`src/hdl/mprh_pkg.sv`:
```
// Shared constants, payload types and a helper function of the median predictor block.
`default_nettype none

package mprh_pkg;

  // Sizing of the line history and of the histogram counters.
  localparam int unsigned MAX_ROW_WIDTH = 4096;
  localparam int unsigned COUNT_WIDTH   = 32;
  localparam int unsigned HIST_DEPTH    = MAX_ROW_WIDTH + 1;
  localparam int unsigned HIST_AW       = $clog2(HIST_DEPTH);
  localparam int unsigned POS_W         = $clog2(MAX_ROW_WIDTH + 2);
  localparam int unsigned ROW_WIDTH_W   = 13;
  localparam int unsigned CMP_W         = (POS_W > ROW_WIDTH_W) ? POS_W : ROW_WIDTH_W;

  localparam int unsigned SAMPLE_W    = 8;
  localparam int unsigned BIN_W       = 8;
  localparam int unsigned BINS        = 1 << BIN_W;
  localparam int unsigned BIN_COUNT_W = 32;

  localparam int unsigned QUEUE_DEPTH = 4;
  localparam int unsigned QPTR_W      = $clog2(QUEUE_DEPTH);
  localparam int unsigned QCNT_W      = $clog2(QUEUE_DEPTH + 1);

  localparam logic [SAMPLE_W-1:0]    FIRST_PREDICTION = 8'h80;
  localparam logic [ROW_WIDTH_W-1:0] ROW_WIDTH_RESET  = 13'd1920;

  // Operation codes of an input item.
  localparam logic OP_PREDICT = 1'b0;
  localparam logic OP_READ    = 1'b1;

  // Kinds of a result item.
  localparam logic RK_RESIDUAL = 1'b0;
  localparam logic RK_BIN      = 1'b1;

  typedef struct packed {
    logic                opcode;
    logic [SAMPLE_W-1:0] sample;
    logic                first_of_plane;
    logic [BIN_W-1:0]    bin_index;
    logic                clear_bin;
  } in_item_t;

  typedef struct packed {
    logic                   result_kind;
    logic [SAMPLE_W-1:0]    residual;
    logic [BIN_COUNT_W-1:0] bin_count;
  } out_item_t;

  // Histogram operation handed from the front end to the back end.
  typedef struct packed {
    logic             opcode;
    logic [BIN_W-1:0] bin;
    logic             clear_bin;
  } hist_op_t;

  function automatic logic [SAMPLE_W-1:0] med3(input logic [SAMPLE_W-1:0] a,
                                               input logic [SAMPLE_W-1:0] b,
                                               input logic [SAMPLE_W-1:0] c);
    logic [SAMPLE_W-1:0] hi;
    logic [SAMPLE_W-1:0] lo;
    logic [SAMPLE_W-1:0] m;
    hi = (a > b) ? a : b;
    lo = (a > b) ? b : a;
    m  = (hi < c) ? hi : c;
    return (m > lo) ? m : lo;
  endfunction

endpackage

`default_nettype wire

```
`src/hdl/mprh_queue.sv`:
```
// Short queue of histogram operations between the front end and the back end.
`default_nettype none

module mprh_queue
  import mprh_pkg::*;
(
  input  wire logic     clk_i,
  input  wire logic     rst_ni,
  input  wire logic     push_valid_i,
  output logic          push_ready_o,
  input  wire hist_op_t push_i,
  output logic          pop_valid_o,
  input  wire logic     pop_ready_i,
  output hist_op_t      pop_o
);

  hist_op_t          entry_q [QUEUE_DEPTH];
  logic [QPTR_W-1:0] wr_ptr_q, rd_ptr_q;
  logic [QCNT_W-1:0] count_q;
  logic              push, pop;

  assign push_ready_o = (count_q != QCNT_W'(QUEUE_DEPTH));
  assign pop_valid_o  = (count_q != '0);
  assign push         = push_valid_i && push_ready_o;
  assign pop          = pop_valid_o && pop_ready_i;
  assign pop_o        = entry_q[rd_ptr_q];

  always_ff @(posedge clk_i) begin
    if (push) begin
      entry_q[wr_ptr_q] <= push_i;
    end
  end

  always_ff @(posedge clk_i or negedge rst_ni) begin
    if (!rst_ni) begin
      wr_ptr_q <= '0;
      rd_ptr_q <= '0;
      count_q  <= '0;
    end else begin
      if (push) begin
        wr_ptr_q <= (wr_ptr_q == QPTR_W'(QUEUE_DEPTH - 1)) ? '0 : wr_ptr_q + QPTR_W'(1);
      end
      if (pop) begin
        rd_ptr_q <= (rd_ptr_q == QPTR_W'(QUEUE_DEPTH - 1)) ? '0 : rd_ptr_q + QPTR_W'(1);
      end
      if (push && !pop) begin
        count_q <= count_q + QCNT_W'(1);
      end else if (pop && !push) begin
        count_q <= count_q - QCNT_W'(1);
      end
    end
  end

endmodule

`default_nettype wire

```
`config.mk`:
```
export PLATFORM = sky130hd
export DESIGN_NAME = mprh_queue
export DESIGN_NICKNAME = d
export VERILOG_FILES = /design/src/hdl/mprh_pkg.sv /design/src/hdl/mprh_queue.sv
export SDC_FILE = /design/constraint.sdc
export NUM_CORES = 1
export LEC_CHECK = 0
export BUFFER_PORTS_ARGS = -buffer_cell sky130_fd_sc_hd__buf_2
export CAP_MARGIN = 20
export CORE_MARGIN = 8
export CORE_UTILIZATION = 40
export DETAILED_ROUTE_END_ITERATION = 10
export SETUP_SLACK_MARGIN = 0.2
export SYNTH_ARGS = -nofsm -noshare
export SYNTH_HDL_FRONTEND = slang
export SYNTH_SLANG_ARGS = --single-unit
```
`constraint.sdc`:
```
create_clock -name clk_i -period 2.1 [get_ports clk_i]
set_input_delay 0.42 -clock clk_i [delete_from_list [all_inputs] [get_ports clk_i]]
set_output_delay 0.42 -clock clk_i [all_outputs]
set_load 0.01 [all_outputs]
```
Word level (Yosys, flattened, before mapping)
Memory sizes are Yosys's and may differ from the RTL's.
Cells that the tools add are included.
{"block": "op_classes", "n_addsub": 4, "n_eq_ne": 3, "mux": 6, "n_reduce_logical": 8}
{"cell": "2-to-1 mux 3 bit", "count": 2}
{"cell": "adder 2 x 1 -> 2 bit (second input constant)", "count": 2}
{"cell": "equality test 2 bit (second input constant)", "count": 2}
{"cell": "logical AND 1 bit", "count": 4}
{"cell": "2-to-1 mux 2 bit", "count": 2}
{"cell": "adder 3 x 1 -> 3 bit (second input constant)", "count": 1}
{"cell": "inequality test 3 bit (second input constant)", "count": 1}
{"cell": "nonzero test 3 bit", "count": 1}
{"cell": "subtractor 3 x 1 -> 3 bit (second input constant)", "count": 1}
{"cell": "zero test 1 bit", "count": 2}
{"cell": "2-to-1 mux 1 bit", "count": 2}
{"cell": "nonzero test 2 bit", "count": 1}
{"block": "totals", "regBits": 7, "mem_bits_rw": 40, "input_bits": 14, "out_inout_bits": 12, "word_cells": 25, "memories": 1}
{"name": "entry_q", "words": 4, "width": 10, "rd": 1, "rd_clocked_by_memory_dff": 0, "write_ports": 1, "line_no": "mprh_queue.sv:17", "rtl": "hist_op_t entry_q [QUEUE_DEPTH];"}

Logic depth before layout (Yosys ltp)
Gate-level depths: netlist of the first run.
{"block": "depth", "word_depth": 6, "ltp_mapped": 8, "depth_no_buf": 8}

Least setup slack after synthesis of the first run
No wires, ideal clock.
{"block": "synth_timing", "kind": "register to register", "from": "reg count_q[1]", "to": "reg count_q[2]", "setup_time_ns": 0.079, "arrival_time_ns": 2.025, "required_time_ns": 2.021, "setup_slack_ns": -0.004, "stages_incl_launch_ff": 9, "period_less_slack_ns": 2.104, "path_cell_list": "dfrtp_1 -> or3_2 -> nand2_1 -> ha_1 -> inv_1 -> fa_1 -> xor2_1 -> nor2_1 -> xor2_1"}
{"block": "synth_via", "elab_chain_len": 5}
{"item": "start: declaration", "line_no": "mprh_queue.sv:19", "rtl": "logic [QCNT_W-1:0] count_q;"}
{"item": "start signal: assignment", "line_no": "mprh_queue.sv:47", "rtl": "count_q <= count_q + QCNT_W'(1);"}
{"item": "start signal: assignment", "line_no": "mprh_queue.sv:49", "rtl": "count_q <= count_q - QCNT_W'(1);"}
{"item": "nonzero test 3 bit (*)", "line_no": "mprh_queue.sv:23", "rtl": "assign pop_valid_o = (count_q != '0);"}
{"item": "net pop_valid_o", "line_no": "mprh_queue.sv:12", "rtl": "output logic pop_valid_o,"}
{"item": "logical AND 1 bit (*)", "line_no": "mprh_queue.sv:25", "rtl": "assign pop = pop_valid_o && pop_ready_i;"}
{"item": "zero test 1 bit", "line_no": "mprh_queue.sv:46", "rtl": "if (push && !pop) begin"}
{"item": "logical AND 1 bit", "line_no": "mprh_queue.sv:46"}
{"item": "2-to-1 mux 3 bit / nonzero test 2 bit (equally long branches)"}
The timed path passes the listed nets; every way through them passes the cells marked *. The select of a mux whose other input is x is not followed.
A chain may end at the register's enable or synchronous reset.

Worst setup path after layout of the first run
{"block": "layout_timing", "from": "reg count_q[1]", "to": "reg count_q[1]"}
{"block": "layout_via", "elab_chain_len": 5}
{"item": "inequality test 3 bit (*)", "line_no": "mprh_queue.sv:22", "rtl": "assign push_ready_o = (count_q != QCNT_W'(QUEUE_DEPTH));"}
{"item": "logical AND 1 bit (*)", "line_no": "mprh_queue.sv:24", "rtl": "assign push = push_valid_i && push_ready_o;"}
{"item": "net push", "line_no": "mprh_queue.sv:20", "rtl": "logic push, pop;"}
{"item": "zero test 1 bit", "line_no": "mprh_queue.sv:48", "rtl": "end else if (pop && !push) begin"}
{"item": "logical AND 1 bit", "line_no": "mprh_queue.sv:48"}
{"item": "nonzero test 2 bit (no source line)"}
Marked as above.

==> results of run 1 <==
==> sequential cells by signal, indices dropped and copies added, names as in the netlist <==
register  flops
count_q       3
rd_ptr_q      2
wr_ptr_q      2
entry_q      40
==> worst reg2reg max path: stages, from the launching register on <==
cell	delay (ns)
dfrtp_1	0.42
or3b_4	0.39
and2_4	0.16
ha_4	0.16
inv_2	0.05
fa_2	0.41
mux2_2	0.27
==> what timing repair did <==
action,in CTS,in global routing
cloned,0,0
pin swaps,2,3
setup endpoints to repair,12,12
hold buffers,1,0
resized for setup,6,7
hold endpoints to repair,7,0
setup buffers,5,1
==> cells by family (layout without fill, tap and decap cells) <==
logic type | count (synthesis) | after routing | share of synthesized area [%]
DFF | 47 | 47 | 73.2
muxes | 15 | 15 | 15.4
and+or+nand+nor | 11 | 11 | 3.86
adders and majority gates | 7 | 7 | 5.06
buffers and inverters | 5 | 45 | 1.06
xor gates and xnor gates | 3 | 3 | 1.40
==> worst max path at each step <==
stage	endpoint	slack, ns	cells after the start
6_report	count_q[1]	0.13	6
3_5_place_dp	count_q[1]	0.07	6
4_1_cts	count_q[1]	0.13	6
3_3_place_gp	count_q[1]	0.12	6
5_1_grt	count_q[1]	0.08	6
2_1_floorplan	count_q[1]	0.12	6
==> synthesized netlist by cell type, types with 2 or more instances <==
cell type	number
edfxtp_1	40
mux4_2	10
dfrtp_1	7
ha_1	6
and3_2	4
inv_1	3
mux2_2	3
nor2_1	3
mux2_4	2
xor2_1	2
==> report_power, final <==
| group | internal (uW) | leakage, uW | switching (uW) |
|---|---|---|---|
| registers | 1260 | 0.000448 | 141 |
| clock network | 233 | 0.0000428 | 290 |
| logic | 731 | 0.000369 | 523 |
| total | 2220 | 0.000859 | 954 |
==> routing by layer <==
| layer | vias up | track usage [%] | wire length, um |
|---|---|---|---|
| met5 | - | 0 | 0 |
| met4 | 0 | 4.37 | 57 |
| met3 | 6 | 4.10 | 133 |
| met2 | 21 | 15.7 | 1570 |
| met1 | 463 | 11.6 | 1480 |
| li1 | 422 | - | - |
==> metrics by stage <==
stage	util, %	hold WS, ns
after floorplan	-	0.124
after detailed placement	45.3	0.268
after global routing	49.8	0.323
after CTS	48.7	0.319
final	49.8	0.334
after global placement	45.3	0.257
==> area by class of cell <==
cell class,count,area share [%]
flip-flops and latches,47,59.8
repair buffers,34,11.0
multi-input cells,36,22.1
clock inverters,2,0.543
inverters,3,0.489
clock buffers,6,3.15
well taps,54,2.93
==> run metrics, run 1 <==
Synth top area share roughly 64%; Worst Path Required around 2.3 ns; Post-DP HPWL between 2000 and 2500 um; total grt overflow 0; ys flop type edfxtp_1; critical-path maximum fanout 4; Leak Pwr roughly 0.00086 uW; synthesized area about 1900 um^2; GRT Total Usage about a tenth; status completed; Rows 25; Vias/cell between 5 and 6; Clock Latency Late Sink roughly 0.29 ns; worst hold path class input pin to register; synth top area cells edfxtp_1, mux4_2, dfrtp_1; Hold Path Origin push_i[1]; Routability Congestion around 0.67; Crit-path slowest cell dfrtp_1; setup slack, reg-to-reg roughly 0.13 ns; CTS root buf clkbuf_8; most common cell after layout, fill and taps aside edfxtp_1; Unique masters post-synth 18; CTS Buffer Depth 2; Worst path top cell family by delay adder cells; Final #Nets about 150; Syn Nets about 110; Post-synth EDFFs 40; post-route cell area 2300 um^2; critical path, cell by cell or3b_4, and2_4, ha_4, inv_2, fa_2, mux2_2; largest stage delay on the critical path 0.42 ns; drt pass-1 iters 4; Multi-input gate area 509 um^2; Slew @ Worst Pin 0.308 ns; H-tree Lvls 2; sequential area share after synthesis between 70% and 80%; startpoint types register; Worst Setup End Kind register; total power around 3200 uW; count of final hold-check violations 0; TritonCTS clock tree built; RSZ-0062 raised after global routing true; first-pass GRT wire length 5250 um; routed via count ~910; I/O pin count 26; Hold Path End entry_q[3][1]; minimum clock period between 1.5 and 2 ns; Final Non-Filler Cells around 180; Port Buf Inserts 25; Max Fclk slightly above 0.5 GHz; placed instance count 167; n_diodes 0; Core Footprint 4630 um^2; TNS Setup 0 ns; Pins Over Slew Limit 0; routed len/inst roughly 18 um; Synth Register Bits 47; commonest non-fill, non-tap cells in the layout edfxtp_1, buf_2, mux4_2, buf_6; Syn-to-layout area delta 22.6%; pin count of the biggest net entering global routing 15; Initial Utilization 40.6%; Crit Path Class register to register; setup ws final approximately 0.13 ns; Hold Path Cell Cnt 1; Register Area ~1400 um^2; fin crit share 93.8%; vias in the first global route 980; pre-CTS setup slack between 0.07 and 0.08 ns; Synth Area per Inst roughly 21 um^2; Die W about 85 um; initial DRC count 66; DRT Wirelength about 3200 um; cell taking the most area after synthesis edfxtp_1; antenna violations before repair 0; Slew Limit Headroom 79.5%; post-route ant nets 0; power density over the cells 1380 nW/um^2; R2R Path End count_q[1]; Worst-path clk slew around 0.08 ns; Synth async-reset ratio between 10% and 20%; layout cell share with drive strength beyond 1 51.6%; Crit path arrival time approximately 2.2 ns; clk sinks between 40 and 50; Worst Skew 0.00511 ns; Worst VDD drop between 0.0006 and 0.0007 V; r2r startpoint count_q[1]; Post-DP Area 2100 um^2; crit path from count_q[1]; fill count about 400; drt drc 0; Syn Inst Count 88; TritonCTS Buffers 5; R2R depth 6; Die Ht 84.5 um; Ys Warns 0; Critical path buffers and inverters 1; Final setup viols 0; die area 7150 um^2; max_cap viols 0
Power figures use the tool's default switching activity.
==> inputs of run 2 (changes only) <==
Settings changed: ABC_AREA set to 1.
==> run 2 against run 1 <==
Clock-buffer cell count is 1 lower. Routed wire length increased by 11%. Cell count up 54%. Synthesized area up 11%. Clock skew rose by 0.0012 ns. Die area increased by 8.5%. Critical path type unchanged. Non-clock buffer count did not move. Largest power group unchanged. Via count rose by 38%. Highest routed layer unchanged. Design area increased by 5.5%. Setup slack improved by 0.21 ns. Power up 2.9%. Hold slack worse by 0.0047 ns.
==> run metrics, run 2 <==
status completed; R2R Path End count_q[1]; Critical path buffers and inverters 3 (+2); first-pass GRT wire length 5890 um (+12%); Leak Pwr 0.00105 uW (+22%); commonest non-fill, non-tap cells in the layout nand2_1, edfxtp_1, inv_1, buf_2, o211ai_1; Post-DP HPWL 2370 um (+13%); Worst Path Required 2.28 ns (about the same); crit path from count_q[0]; Final #Nets 231 (+56%); routed via count 1256 (+38%); Worst VDD drop 0.000562 V (-15%); Die W 88.1 um (+4.2%); minimum clock period 1.76 ns (-0.212 ns); CTS Buffer Depth 2 (unchanged); list of most frequent post-synthesis cells nand2_1, edfxtp_1, inv_1, o211ai_1, dfrtp_1; pin count of the biggest net entering global routing 44 (+29); I/O pin count 26 (unchanged); Worst-path clk slew 0.09 ns (about the same); DRT Wirelength 3590 um (+11%); CP Depth 9 (+3); Post-synth EDFFs 40 (unchanged); setup slack, reg-to-reg 0.34 ns (+0.21 ns); Worst Setup End Kind register; Crit-path slowest cell fa_1; H-tree Lvls 2 (unchanged); most frequent cell on the critical path inv_1; Crit Path Class register to register; sequential area share after synthesis 66.3% (-7.0 points); Syn-to-layout area delta 17.0%; Pins Over Slew Limit 0 (unchanged); count leader, synth nand2_1; Final setup viols 0 (unchanged); Worst Skew 0.00629 ns (+0.00118 ns); max_cap viols 0 (unchanged); die area 7750 um^2 (+8.5%); vias in the first global route 1168 (+19%); TritonCTS clock tree built; Initial Utilization 40.9% (+0.33 points); antenna violations before repair 0 (unchanged); total power 3270 uW (+2.9%); synth top area cells edfxtp_1, dfrtp_1, nand2_1; Ys Warns 0 (unchanged); critical path, cell by cell inv_1, nand3_4, nand2_4, inv_1, ha_1, inv_1, fa_1, nand2_1, o21ai_0; max FFs per register 40 (unchanged); Rows 26 (+4.0%); Slew @ Worst Pin 0.350 ns (+0.0417 ns); initial DRC count 109 (+65%); Slew Limit Headroom 76.7% (-2.8 points); startpoint types register; power density over the cells 1350 nW/um^2 (-2.5%); Routability Congestion 0.757 (+14%); n_diodes 0 (unchanged); most common cell after layout, fill and taps aside nand2_1; Syn Nets 196 (+80%); cell taking the most area after synthesis edfxtp_1; layout cell share with drive strength beyond 1 21.8% (-30 points); Max Fclk 0.569 GHz (+12%); Crit path arrival time 1.94 ns (-0.21 ns); Port Buf Inserts 25 (unchanged); Syn Inst Count 175 (+99%); TNS Setup 0 ns (unchanged); routed len/inst 12.8 um (-28%); Die Ht 88.1 um (+4.2%); r2r startpoint count_q[0]; GRT Total Usage 10.2% (+0.23 points); Synth Register Bits 47 (unchanged); Clock Latency Late Sink 0.30 ns (about the same); fill count 493 (+22%); Core Footprint 5070 um^2 (+9.6%); Synth top area share 57.8% (-6.1 points); worst hold path class input pin to register; total grt overflow 0 (unchanged); TritonCTS Buffers 5 (unchanged); clk sinks 47 (unchanged); count of final hold-check violations 0 (unchanged); Vias/cell 4.47 (-11%); largest stage delay on the critical path 0.42 ns (about the same); crit path to count_q[1]; critical-path maximum fanout 7 (+3); drt pass-1 iters 4 (unchanged); post-route ant nets 0 (unchanged); ys flop type edfxtp_1; Synth Area per Inst 11.9 um^2 (-44%); top flop regs entry_q: 40 flops, count_q: 3 flops; Largest Register entry_q; CTS root buf clkbuf_8; drt drc 0 (unchanged); synthesized area 2080 um^2 (+11%); Worst path top cell family by delay adder cells; RSZ-0062 raised after global routing false; fin crit share 83.7% (-10 points); Final Util 47.9% (-1.9 points); Unique masters post-synth 18 (unchanged); Synth async-reset ratio 14.9% (unchanged); R2R depth 9 (+3)
run 2: layout make-up:
class	count	area (um^2)	share of cell area, %
timing repair buffer	34	203	8.34
multi-input combinational	88	524	21.6
inverter	34	128	5.25
tap	70	87.6	3.60
sequential	47	1380	56.6
clock inverter	3	42.5	1.75
clock buffer	5	68.8	2.83
run 2: metrics by stage:
stage,hold slack (ns),setup slack (ns),instance area [um^2],std cells
6_report,0.330,0.342,2430,281
2_1_floorplan,0.124,0.363,2080,175
3_5_place_dp,0.268,0.285,2270,270
4_1_cts,0.321,0.225,2390,279
3_3_place_gp,0.265,0.347,2270,270
5_1_grt,0.321,0.205,2430,281
run 2: how the worst min path moves through the flow:
stage,start,to,cells after the start
global placement,rst_ni,count_q[0],1
floorplan,rst_ni,count_q[0],0
detailed placement,rst_ni,count_q[0],1
finish,push_i[9],entry_q[2][9],1
global route,push_i[9],entry_q[2][9],1
CTS,push_i[9],entry_q[2][9],1
run 2: repair_timing:
item | 4_1_cts | 5_1_grt
hold buffers | 1 | 0
resized for setup | 0 | 6
hold endpoints to repair | 7 | 0
endpoints found under the setup margin | 0 | 12
buffers inserted | 0 | 2
run 2: cells by family after synthesis:
family	synth area share [%]
AND/OR/NAND/NOR	11.8
flip-flops	66.3
buffers and inverters	9.22
AO/OA/AOI/OAI	7.71
adder cells (fa/ha/maj)	4.58
XOR/XNOR	0.422
run 2: layer usage:
layer	up-vias	GRT usage [%]	share of wire, %
met1	578	12.6	45
met2	23	15.6	47
met4	0	5.07	2.2
met3	6	3.19	5.5
li1	649	-	-
met5	-	0	0
run 2: where the power goes:
group	leakage, uW	internal [uW]	switching (uW)
Clock	0.0000562	355	301
Sequential	0.000451	1250	87.4
Combinational	0.000538	499	782
